===== src/salct_pkg.sv =====
// ----------------------------------------------------------------------------
// salct_pkg: shared types and constants of the cache tracker
// Holds the queued transaction record, the back-end state encoding,
// memory control flags and configuration register indexes.
// ----------------------------------------------------------------------------
`timescale 1ns / 1ps

package salct_pkg;

    // Byte lanes of the backing store; one bank per lane.
    localparam int LANES  = 8;
    localparam int LANE_W = 3;

    // Depth of the queue between front and back end.
    localparam int QDEPTH  = 2;
    localparam int QPTR_W  = 1;
    localparam int QCNT_W  = 2;

    // Configuration port.
    localparam int CFG_IDX_W  = 2;
    localparam int CFG_DATA_W = 4;

    localparam logic [CFG_IDX_W-1:0] CFG_OFFSET_BITS = 2'd0;
    localparam logic [CFG_IDX_W-1:0] CFG_INDEX_BITS  = 2'd1;
    localparam logic [CFG_IDX_W-1:0] CFG_WAYS_USED   = 2'd2;

    // Access kinds.
    localparam logic KIND_LOAD  = 1'b0;
    localparam logic KIND_STORE = 1'b1;

    // One classified transaction waiting for the back end.
    typedef struct packed {
        logic        is_store;
        logic [15:0] address;
        logic [3:0]  size;
        logic [63:0] store_data;
        logic [15:0] blk;
        logic [15:0] set_sel;
    } item_t;

    // Control flags from the back end to the backing store.
    typedef struct packed {
        logic acc_en;
        logic acc_we;
        logic clr_en;
    } mem_ctl_t;

    typedef enum logic [1:0] {
        S_CLEAR,
        S_READ,
        S_UPDATE
    } back_state_t;

endpackage


===== src/salct_front.sv =====
// ----------------------------------------------------------------------------
// salct_front: accepts and classifies transactions
// Works out the block number, the set selection and the clamped size of
// each access and holds it in a short queue for the back end.
// ----------------------------------------------------------------------------
`timescale 1ns / 1ps

module salct_front #(
    parameter int MAX_ACCESS = 8
) (
    input  logic                 clk,
    input  logic                 rst_n,
    input  logic                 start,
    input  logic                 kind,
    input  logic [15:0]          address,
    input  logic [3:0]           access_size,
    input  logic [63:0]          store_data,
    input  logic [2:0]           offset_bits,
    input  logic [3:0]           index_bits,
    input  logic                 clearing,
    input  logic                 pop,
    output logic                 busy,
    output logic                 q_valid,
    output salct_pkg::item_t     q_entry
);

    salct_pkg::item_t                   entry_reg [salct_pkg::QDEPTH];
    logic [salct_pkg::QPTR_W-1:0]       wr_ptr_reg, wr_ptr_next;
    logic [salct_pkg::QPTR_W-1:0]       rd_ptr_reg, rd_ptr_next;
    logic [salct_pkg::QCNT_W-1:0]       count_reg, count_next;
    salct_pkg::item_t                   item_in;
    logic [15:0]                        blk;
    logic [15:0]                        set_mask;
    logic                               push;
    logic                               full;

    // Classify the incoming transaction.
    always_comb
    begin
        blk                = address >> offset_bits;
        set_mask           = 16'((17'd1 << index_bits) - 17'd1);
        item_in.is_store   = (kind == salct_pkg::KIND_STORE);
        item_in.address    = address;
        item_in.size       = (access_size > 4'(MAX_ACCESS)) ? 4'(MAX_ACCESS) : access_size;
        item_in.store_data = store_data;
        item_in.blk        = blk;
        item_in.set_sel    = blk & set_mask;
    end

    assign full    = (count_reg == salct_pkg::QCNT_W'(salct_pkg::QDEPTH));
    assign busy    = full || clearing;
    assign push    = start && !busy;
    assign q_valid = (count_reg != '0);
    assign q_entry = entry_reg[rd_ptr_reg];

    // Queue pointers and fill level.
    always_comb
    begin
        wr_ptr_next = push ? wr_ptr_reg + 1'b1 : wr_ptr_reg;
        rd_ptr_next = pop ? rd_ptr_reg + 1'b1 : rd_ptr_reg;
        count_next  = count_reg;
        if (push && !pop)
        begin
            count_next = count_reg + 1'b1;
        end
        else if (pop && !push)
        begin
            count_next = count_reg - 1'b1;
        end
    end

    always_ff @(posedge clk or negedge rst_n)
    begin
        if (!rst_n)
        begin
            wr_ptr_reg <= '0;
            rd_ptr_reg <= '0;
            count_reg  <= '0;
        end
        else
        begin
            wr_ptr_reg <= wr_ptr_next;
            rd_ptr_reg <= rd_ptr_next;
            count_reg  <= count_next;
        end
    end

    // Queue storage.
    always_ff @(posedge clk)
    begin
        if (push)
        begin
            entry_reg[wr_ptr_reg] <= item_in;
        end
    end

    a_count_bound: assert property (@(posedge clk) disable iff (!rst_n)
        count_reg <= salct_pkg::QCNT_W'(salct_pkg::QDEPTH))
        else $error("queue fill level beyond its depth");

    a_pop_nonempty: assert property (@(posedge clk) disable iff (!rst_n)
        pop |-> (count_reg != '0))
        else $error("transaction taken from an empty queue");

    a_push_grows: assert property (@(posedge clk) disable iff (!rst_n)
        (push && !pop) |=> (count_reg == $past(count_reg) + 1'b1))
        else $error("queue did not grow on a lone push");

endmodule


===== config.mk =====
export PLATFORM = sky130hd
export DESIGN_NAME = salct_front
export DESIGN_NICKNAME = d
export VERILOG_FILES = /design/src/salct_pkg.sv /design/src/salct_front.sv
export SDC_FILE = /design/constraint.sdc
export NUM_CORES = 1
export LEC_CHECK = 0
export BUFFER_PORTS_ARGS = -buffer_cell sky130_fd_sc_hd__buf_2
export CAP_MARGIN = 10
export CORE_MARGIN = 4
export CORE_UTILIZATION = 50
export CTS_CLUSTER_DIAMETER = 100
export CTS_CLUSTER_SIZE = 25
export DETAILED_ROUTE_END_ITERATION = 10
export PLACE_DENSITY_LB_ADDON = 0.2
export SLEW_MARGIN = 5
export SYNTH_ARGS = -nofsm -noshare
export SYNTH_HDL_FRONTEND = slang
export SYNTH_SLANG_ARGS = --single-unit
export TNS_END_PERCENT = 30

===== constraint.sdc =====
create_clock -name clk -period 6.95 [get_ports clk]
set_input_delay 1.7375 -clock clk [delete_from_list [all_inputs] [get_ports clk]]
set_output_delay 1.7375 -clock clk [all_outputs]
set_load 0.005 [all_outputs]

---- Yosys cells after proc, flatten, opt, wreduce, memory -nomap -nowiden ----
Memory sizes are Yosys's and may differ from the RTL's.
Index checks and enable logic that the tools add are counted.
word-level totals
  register bits ........................... 4
  bits in latches ......................... 0
  RAM bits ................................ 234
  memory bits (read-only) ................. 0
  word-level logic and storage cells ...... 28
  memories kept ........................... 1
memory list
  name       words  width  read ports  clocked after Yosys merged registers in  write ports  RTL line           text
  entry_reg  2      117    1           0                                        1            salct_front.sv:27  salct_pkg::item_t entry_reg [salct_pkg::QDEPTH];
operators by class
  $add $sub $neg .......................... 5
  multiply operators ...................... 0
  divide/modulo/power cells ............... 0
  magnitude comparators ................... 1
  eq/ne operators ......................... 1
  shift-type cells ........................ 2
  multiplexer cells ....................... 5
  bitwise logic cells ..................... 1
  reduce and logical (&&, ||, !) cells .... 9
operators with widths
  operator               count
  $and 16x16->16         1
  $shl 1x4->16 const A   1
  $shr 16x3->16          1
  $sub 16x1->16 const B  1
  $gt 4x4->1 const B     1
  $mux 2                 2
  $mux 4                 1
  $reduce_bool 2->1      2
  $logic_and 1x1->1      3
  $logic_not 1->1        3
  $add 1x1->1 const B    2
  $add 2x1->2 const B    1
  $eq 2x2->1 const B     1
  $mux 1                 2
  $sub 2x1->2 const B    1
  $logic_or 1x1->1       1

---- Depth between registers and ports, before layout ----
Gate-level depths: netlist of the first run.
  depth after elaboration ................. 8
  mapped depth ............................ 8
  mapped depth without buffers ............ 7

---- Worst setup path after synthesis of the first run ----
OpenSTA, ideal clock, no wires.
  path type ............................... input-to-reg
  from .................................... in clearing
  to ...................................... mem entry_reg[0][0] (netlist name), enable pin
  data arrival time ....................... 6.797 ns
  data required time ...................... 6.355 ns
  setup slack ............................. -0.441 ns
  cell stages on the path ................. 3
  buffers on the path ..................... 0
  cells stage by stage .................... inv_1 -> o211ai_1 -> nor2_1
on the way
  longest elaborated chain between the ends .. 5
RTL lines
  element                       RTL line           text
  from (decl)                   salct_front.sv:20  input logic clearing,
  $logic_or 1x1->1              salct_front.sv:51  assign busy = full || clearing;
  $logic_not 1->1               salct_front.sv:52  assign push = start && !busy;
  $logic_and 1x1->1             salct_front.sv:52
  $mux 1                        salct_front.sv:91  if (push)
  $mux 1 (not written as such)  salct_front.sv:93  entry_reg[wr_ptr_reg] <= item_in;
  to (decl)                     salct_front.sv:27
Every way passes these cells.

==> flow_summary.yaml, run 1 <==
timing:
  min_period_ps: 4510
  relSlewSlack_pct: 40.7
  drv_slew: 0
  setup_ws_ps: 2440
  finalCritPeriodShare_pct: 64.9
  worst_hold_slack_ps: 545
  fmax_mhz: 222
  finalClockSkew_ps: 20.7
  hold_viol: 0
  fin_tns_setup_ps: 0
  finalSetupViolCount: 0
  rsz0062_at_grt: "no"
  worstMarginPinSlew_ps: 889
global_route:
  grtUsageTotal_pct: 16.7
  antenna_found_initial: 0
  grt_pass1_wl_um: 28500
  gr-total-overflow: 0
  grt_max_degree: 69
  grt_pass1_vias: 5252
outcome:
  outcome: "finished, final reports clean"
clock_network:
  clk_pin_slew_ps: 90
  cts_hold_buffers: 0
  postCtsSetupBuffers: 0
  cts_made_buffers: 13
  h-tree-depth: 1
  clock_sinks: 238
  clockBufferDepth: 3
  cts-root-buf: "clkbuf_16"
  clk_latency_ps: 470
  cts_tree: "done"
  cts.repair.resized: 0
floorplan:
  fp.dieH_um: 146
  start_util_pct: 50.8
  ios: 216
  die_w_um: 146
  core_area_um2: 18700
  rows: 50
  dieArea_um2: 21300
setup_path:
  crit_start: "rd_ptr_reg"
  cp-start-kind: "register"
  regToRegSetupSlack_ps: 5000
  critPathKind: "register to primary output"
  critPathMaxFanout: 68
  r2r-start: "count_reg[0]"
  crit_arrival_ps: 2770
  cpPeakStageDelay_ps: 1030
  rr_worst_depth: 4
  cp-end-kind: "primary output"
  critical_path_required_ps: 5210
  crit_family: "flip-flops"
  path_cells: "buf_4 -> mux2_2 -> buf_2"
  critPathBufInv: 2
  rr_endpoint: "entry_reg[1][31]"
  slowest_stage: "dfrtp_4"
pwr:
  power_w: 0.00362
  powerDensity_nw_per_um2: 324
  leakage_nw: 4.08
  peakVddDrop_mv: 0.203
detailed_routing:
  finalWirelength_um: 18200
  first_pass_iters: 4
  drtIter0Drc: 226
  antenna_left: 0
  routedWlPerCell_um: 18.8
  drc: 0
  vias: 5125
  vias_per_cell: 5.29
yosys:
  netlist_instances: 520
  ys_seq_area_share_pct: 75.0
  avgSynthCellArea_um2: 18.3
  yosys_warnings: 0
  synth_cell_type_count: 44
  netlist_area_um2: 9500
  ys_ff_latch: 238
placement:
  routabilityCongestion: 0.802
  place_ws_ps: 2910
  placed_area_um2: 10800
  portBuffers: 215
  place.detailed.hpwl_um: 12600
final_layout:
  ff_latch_area_um2: 7130
  fillCellCount: 1428
  final_layout_size_suffix_gt1_share_pct: 50.1
  largest_register_ffs: 234
  area_delta_synth_final_pct: 17.7
  final_nets: 829
  diodes: 0
  multi_input_area_um2: 2240
  fin_area_um2: 11200
flow_run:
  drv_cap: 0
worst_hold_path:
  min_to: "count_reg[0]"
  hold_start: "count_reg[0]"
  hp-class: "register to register"
  hold_depth: 1
## cells by family after synthesis
group                    Yosys count  share of synthesized area, %
AO/OA/AOI/OAI                     38                          2.73
multiplexers                     136                          16.3
flip-flops                       238                          75.0
AND/OR/NAND/NOR                   65                          3.53
other                              1                        0.0395
XOR/XNOR                           6                         0.553
buffers and inverters             34                          1.53
adder cells (fa/ha/maj)            2                         0.263
## area by class of cell
| cell class | instances | share of cell area (%) |
|---|---|---|
| Inverter | 8 | 0.269 |
| Timing Repair Buffer | 220 | 9.97 |
| Multi-Input combinational cell | 249 | 20.1 |
| Clock inverter | 2 | 0.224 |
| Clock buffer | 17 | 3.05 |
| Tap cell | 234 | 2.62 |
| Sequential cell | 238 | 63.8 |
## synth_stat cells
cell	number	share of area [%]
o31ai_1	1	0.079
or2_0	1	0.066
and2_1	2	0.13
o311a_1	1	0.11
mux2_2	124	15
inv_1	8	0.32
or2_1	2	0.13
mux4_2	1	0.24
nor4b_1	3	0.28
nand2b_1	5	0.33
a21boi_1	1	0.079
conb_1	1	0.039
mux2_4	4	0.63
o21a_1	1	0.079
o21ai_0	2	0.11
nor2_1	21	0.83
or3_1	1	0.066
nor4_1	3	0.20
a22o_1	1	0.092
o22a_1	3	0.28
nor2b_1	7	0.46
a211oi_1	4	0.32
o22ai_1	11	0.72
o211ai_1	2	0.16
nand2_1	10	0.40
ha_1	2	0.26
clkbuf_2	1	0.053
a22oi_1	2	0.16
a21oi_1	7	0.37
nand4bb_1	1	0.12
buf_1	8	0.32
xnor2_1	4	0.37
mux2i_1	7	0.74
xor2_1	2	0.18
nor3_1	7	0.37
or3b_2	1	0.092
dfrtp_1	4	1.1
clkbuf_1	9	0.36
a2bb2oi_1	1	0.092
o2111ai_1	1	0.092
edfxtp_1	234	74
buf_2	7	0.37
buf_6	1	0.12
and3_1	1	0.066
## per-stage QoR
step / cells / utilization, %
after global routing: 968 / 59.7
after global placement: 949 / 57.8
after detailed placement: 949 / 57.8
final: 968 / 59.7
after floorplan: 521 / -
after CTS: 968 / 59.7
## power breakdown
part / leakage [nW] / total [W] / internal (W) / switching [W]
Clock: 0.176 / 0.000768 / 0.000353 / 0.000415
Sequential: 2.19 / 0.00191 / 0.00179 / 0.000117
Combinational: 1.72 / 0.000942 / 0.000507 / 0.000435
Total: 4.08 / 0.00362 / 0.00265 / 0.000967
## worst max path at each step
stage | endpoint | slack (ps) | depth (start not counted)
2_1_floorplan | entry_reg[0][0] | 1520 | 3
3_3_place_gp | q_entry[60] | 2950 | 3
3_5_place_dp | q_entry[58] | 2910 | 3
4_1_cts | q_entry[58] | 2370 | 3
5_1_grt | q_entry[73] | 2270 | 3
6_report | q_entry[60] | 2440 | 3
## cells in the final DEF, fill, tap and decap left out, types with 7 or more instances in the layout
master	Yosys	routed
buf_2	7	215
nor2b_1	7	7
inv_1	8	8
nor3_1	7	7
nand2_1	10	10
nor2_1	21	20
a21oi_1	7	7
clkbuf_16	0	13
mux2_2	124	124
mux2i_1	7	7
edfxtp_1	234	234
o22ai_1	11	11
## routing by layer
| metal | wire, um | GRT usage [%] |
|---|---|---|
| met1 | 7490 | 22.0 |
| met2 | 9230 | 29.1 |
| met3 | 1290 | 3.27 |
| met4 | 223 | 3.18 |
| met5 | 0 | 0 |
No activity file was read; power rests on OpenSTA's default activity.
==> run 2: changes to the inputs <==
ABC_AREA = 1   (was not set)
CORE_UTILIZATION = 49   (was 50)
clock period = 4 ns   (was 6.95 ns; I/O delays follow)
==> flow_summary.yaml, run 2 <==
detailed_routing:
  met1_length_um: 7820
  routedWlPerCell_um: 17.9
  first_pass_iters: 4
  highest_layer: "met5"
  wl_met2_um: 9530
  finalWirelength_um: 19200
  wl_met3_um: 1370
  vias_per_cell: 5.14
  drc: 0
  antenna_left: 0
  vias: 5513
  drtIter0Drc: 269
placement:
  routabilityCongestion: 0.918
  place.detailed.hpwl_um: 13500
  portBuffers: 215
  dp.cells: 1055
  place_ws_ps: 1210
yosys:
  synth_common_cells: "edfxtp_1 (234), mux2_2 (107), nand2_1 (84)"
  synth_cell_type_count: 33
  synth-simple-area-share_pct: 6.92
  netlist_instances: 597
  avgSynthCellArea_um2: 16.1
  synth_fa_ha_area_share_pct: 0.261
  muxShareOfSynthArea_pct: 13.7
  ys_ff_latch: 238
  synth_edf_count: 234
  netlist_area_um2: 9590
  synthArstFlopShare_pct: 1.68
  yosys_warnings: 0
  synth_area_leaders: "edfxtp_1 (73%), mux2_2 (13%), nand2_1 (3.3%)"
  synth_top_area_share_pct: 73.3
  ys.flop_type: "edfxtp_1"
  ys_seq_area_share_pct: 74.4
  synth_top_area_cell: "edfxtp_1"
  synthXorXnorAreaFrac_pct: 0.365
  synth_most_common_cell: "edfxtp_1"
  synth_compound_area_share_pct: 1.45
  synth_top_family_by_area: "multiplexers"
outcome:
  outcome: "finished, final reports clean"
floorplan:
  die_w_um: 148
  start_util_pct: 50.6
  dieArea_um2: 21900
  ios: 216
  core_area_um2: 19000
  fp.dieH_um: 148
  rows: 50
clock_network:
  cts_made_buffers: 13
  clockBufferDepth: 3
  clk_latency_ps: 460
  cts.repair.resized: 0
  clk_pin_slew_ps: 90
  h-tree-depth: 1
  cts-root-buf: "clkbuf_16"
  postCtsSetupBuffers: 0
  clock_sinks: 238
  cts_tree: "done"
  cts_hold_buffers: 0
flow_run:
  drv_cap: 0
timing:
  fmax_mhz: 307
  setup_ws_ps: 746
  drv_slew: 0
  fin_tns_setup_ps: 0
  rsz0062_at_grt: "no"
  hold_viol: 0
  worstMarginPinSlew_ps: 889
  finalClockSkew_ps: 9.89
  relSlewSlack_pct: 40.8
  min_period_ps: 3250
  finalCritPeriodShare_pct: 81.4
  finalSetupViolCount: 0
setup_path:
  cp-start-kind: "register"
  crit_arrival_ps: 2250
  cpPeakStageDelay_ps: 850
  path_cells: "buf_4 -> mux2_2 -> buf_2"
  slowest_stage: "dfrtp_4"
  critical_path_required_ps: 3000
  critPathMaxFanout: 45
  critPathKind: "register to primary output"
  cp-end-kind: "primary output"
  regToRegSetupSlack_ps: 1900
final_layout:
  ff_latch_area_um2: 7130
  finalNonFillerCells: 1073
  multi_input_area_um2: 2200
  final_common_cell: "edfxtp_1"
  final_nets: 909
  largest_register_ffs: 234
  area_delta_synth_final_pct: 17.6
  final_cell_mix: "edfxtp_1 (234), buf_2 (215), mux2_2 (107), nand2_1 (84), inv_1 (29)"
  fillCellCount: 1485
  final_layout_size_suffix_gt1_share_pct: 44.6
global_route:
  grt_max_degree: 66
  antenna_found_initial: 2
  grtUsageTotal_pct: 17.2
  gr-total-overflow: 0
  grt_pass1_vias: 5831
  grt_pass1_wl_um: 30300
pwr:
  powerDensity_nw_per_um2: 558
  leakage_nw: 4.30
  peakVddDrop_mv: 0.363
worst_hold_path:
  hp-class: "primary input to asynchronous set/reset pin"
run 2: changes by cell type in the layout (fill, tap and decap cells not counted), sizes merged, moves of 10 or more:
cell | previous run | this run
o22ai | 11 | 0
mux2 | 128 | 117
nor2 | 21 | 31
inv | 9 | 33
o21ai | 2 | 13
nand3 | 0 | 21
nand2 | 10 | 90
run 2: path summary, 6_finish.rpt:
kind,from,endpoint,cells past startpoint
worst max-delay path,rd_ptr_reg,q_entry[28],3
worst min-delay path,rst_n,count_reg[0],1
worst max register to register,count_reg[0],entry_reg[1][86],5
worst min register to register,count_reg[0],count_reg[0],1
max in group asynchronous,rst_n,rd_ptr_reg,1
min in group clk,count_reg[0],count_reg[0],1
run 2: per-layer routing:
metal  up-vias  global-route usage [%]
met4         2                    5.13
met3        36                    3.34
met5         -                       0
met2       194                    30.0
met1      2689                    22.2
li1       2592                       -
run 2: cells by family (layout without fill, tap and decap cells):
kind of cell | Yosys count | count (layout)
simple gates | 154 | 154
compound gates | 24 | 24
flops | 238 | 238
mux | 117 | 117
buf+inv | 57 | 271
fa+ha+maj | 2 | 2
other cells | 1 | 3
xor+xnor | 4 | 4
run 2: worst max-delay path, delay by kind of cell, from the launching register on:
family	cells	cell delay (ps)
mux	1	390
flops	1	850
buf+inv	2	540
run 2: report_power, final:
group,switching (W),internal [W]
registers,0.000160,0.00311
clock network,0.000712,0.000605
logic,0.000835,0.000867
total,0.00171,0.00458
run 2: area by class of cell:
class	instances	area share, %
sequential	238	63.3
inverter	33	1.10
timing repair buffer	221	10.1
clock buffer	16	2.99
multi-input combinational	303	19.5
tap	260	2.89
clock inverter	1	0.144
antenna	1	0.0222
run 2: through the flow:
stage	hold WS (ps)	power, W	area (um2)	util (%)
floorplan	446	0.00436	9590	-
global placement	462	0.00501	10900	57.6
detailed placement	479	0.00506	10900	57.6
CTS	306	0.00639	11300	59.4
global route	301	0.00664	11300	59.5
finish	324	0.00629	11300	59.5
==> run 3: changes to the inputs <==
clock period = 2.9 ns   (was 4 ns; I/O delays follow)
==> flow_summary.yaml, run 3 (synthesis results as in run 2) <==
clock_network:
  clk_latency_ps: 470
  clock_sinks: 238
  cts_made_buffers: 13
  cts-root-buf: "clkbuf_16"
  cts_tree: "done"
  clk_pin_slew_ps: 100
  h-tree-depth: 1
  cts_hold_buffers: 0
  clockBufferDepth: 3
global_route:
  grt_max_degree: 91
  antenna_found_initial: 0
  grtUsageTotal_pct: 17.2
  grt_pass1_vias: 5678
  gr-total-overflow: 0
  grt_pass1_wl_um: 30000
floorplan:
  fp.dieH_um: 148
  die_w_um: 148
  start_util_pct: 50.6
  dieArea_um2: 21900
  rows: 50
  core_area_um2: 19000
  ios: 216
timing:
  fmax_mhz: 360
  fin_tns_setup_ps: 0
  rsz0062_at_grt: "no"
  relSlewSlack_pct: 63.7
  finalSetupViolCount: 0
  min_period_ps: 2780
  finalClockSkew_ps: 17.9
  finalCritPeriodShare_pct: 95.7
  drv_slew: 0
  worstMarginPinSlew_ps: 545
  hold_viol: 0
placement:
  routabilityCongestion: 0.893
  dp.cells: 1056
  place.detailed.hpwl_um: 13400
  portBuffers: 215
pwr:
  leakage_nw: 4.33
  p_switching_w: 0.00241
  clkPwrFrac_pct: 20.8
  powerDensity_nw_per_um2: 773
  power.share.sequential_pct: 50.7
  peakVddDrop_mv: 0.636
  p_comb_share_pct: 28.5
  p_sw_share_pct: 27.4
  p_int_w: 0.00637
final_layout:
  largest_register_ffs: 234
  final_cell_mix: "edfxtp_1 (234), buf_2 (215), mux2_2 (107), nand2_1 (84), inv_1 (28)"
  final_common_cell: "edfxtp_1"
  final_nets: 910
  finalNonFillerCells: 1073
  diodes: 0
  final_layout_size_suffix_gt1_share_pct: 44.9
  area_delta_synth_final_pct: 18.5
setup_path:
  path_cells: "buf_12 -> mux2_2 -> buf_2"
  crit_family: "flip-flops"
  r2r-start: "count_reg[0]"
  rr_worst_depth: 5
  critical_path_required_ps: 2170
  cpPeakStageDelay_ps: 680
  cp-end-kind: "primary output"
  rr_endpoint: "entry_reg[1][55]"
  cp-start-kind: "register"
  slowest_stage: "dfrtp_4"
  critPathKind: "register to primary output"
  critPathBufInv: 2
  regToRegSetupSlack_ps: 1220
  critPathMaxFanout: 43
  crit_arrival_ps: 2050
detailed_routing:
  finalWirelength_um: 19400
  routedWlPerCell_um: 18.0
  vias: 5480
  drc: 0
  vias_per_cell: 5.11
  first_pass_iters: 7
  antenna_left: 0
  drtIter0Drc: 341
worst_hold_path:
  hp-class: "primary input to asynchronous set/reset pin"
flow_run:
  drv_cap: 0
outcome:
  outcome: "finished, final reports clean"
==> run 3: changes by cell type in the layout (fill, tap and decap cells not counted), sizes merged <==
cell   previous run  this run
buf             221       222
diode             1         0
==> run 3: area by class of cell <==
type	count	area, um2
fillers	1493	7600
flip-flops and latches	238	7130
multi-input cells	303	2210
repair buffers	222	1190
clock buffers	16	337
well taps	260	325
inverters	33	136
clock inverters	1	16.3
==> run 3: worst max-delay path by stage <==
stage                         startpoint                to  slack (ps)  depth (start not counted)
final                         rd_ptr_reg        q_entry[0]         120                          3
after global routing          rd_ptr_reg       q_entry[16]          50                          3
after CTS                     rd_ptr_reg       q_entry[27]          50                          3
after detailed placement  offset_bits[0]  entry_reg[1][18]         560                          9
after global placement    offset_bits[0]   entry_reg[0][2]         610                          9
after floorplan                 clearing   entry_reg[0][0]        -150                          3
==> run 3: per-layer routing <==
layer  global-route usage [%]  part of all wire (%)  wire length [um]  vias up
met5                        0                     0                 0        -
met4                     4.11                   2.2               431        0
met3                     3.95                   8.0              1550       29
met2                     28.6                    48              9380      225
met1                     23.5                    41              8000     2633
li1                         -                     -                 -     2593
==> run 3: repair_timing <==
action                                  4_1_cts  5_1_grt
resized for setup                             0        1
endpoints found under the setup margin        0        2
setup buffers                                 0        0
==> run 3: power by group through the flow <==
stage	combinational [W]	sequential, W	clock [W]
5_1_grt	0.00271	0.00449	0.00203
3_3_place_gp	0.00248	0.00451	0
4_1_cts	0.00254	0.00446	0.00191
3_5_place_dp	0.00253	0.00454	0
2_1_floorplan	0.00157	0.00444	0
6_report	0.00250	0.00445	0.00183
==> run 3: per-stage QoR <==
step	util [%]	power, W	hold slack [ps]	setup WS [ps]	area, um2
3_3_place_gp	58.0	0.00700	460	612	11000
4_1_cts	59.9	0.00890	31.3	46.5	11400
2_1_floorplan	-	0.00601	429	-149	9630
6_report	59.9	0.00878	45.6	125	11400
5_1_grt	59.9	0.00924	28.1	49.4	11400
3_5_place_dp	58.0	0.00706	464	561	11000
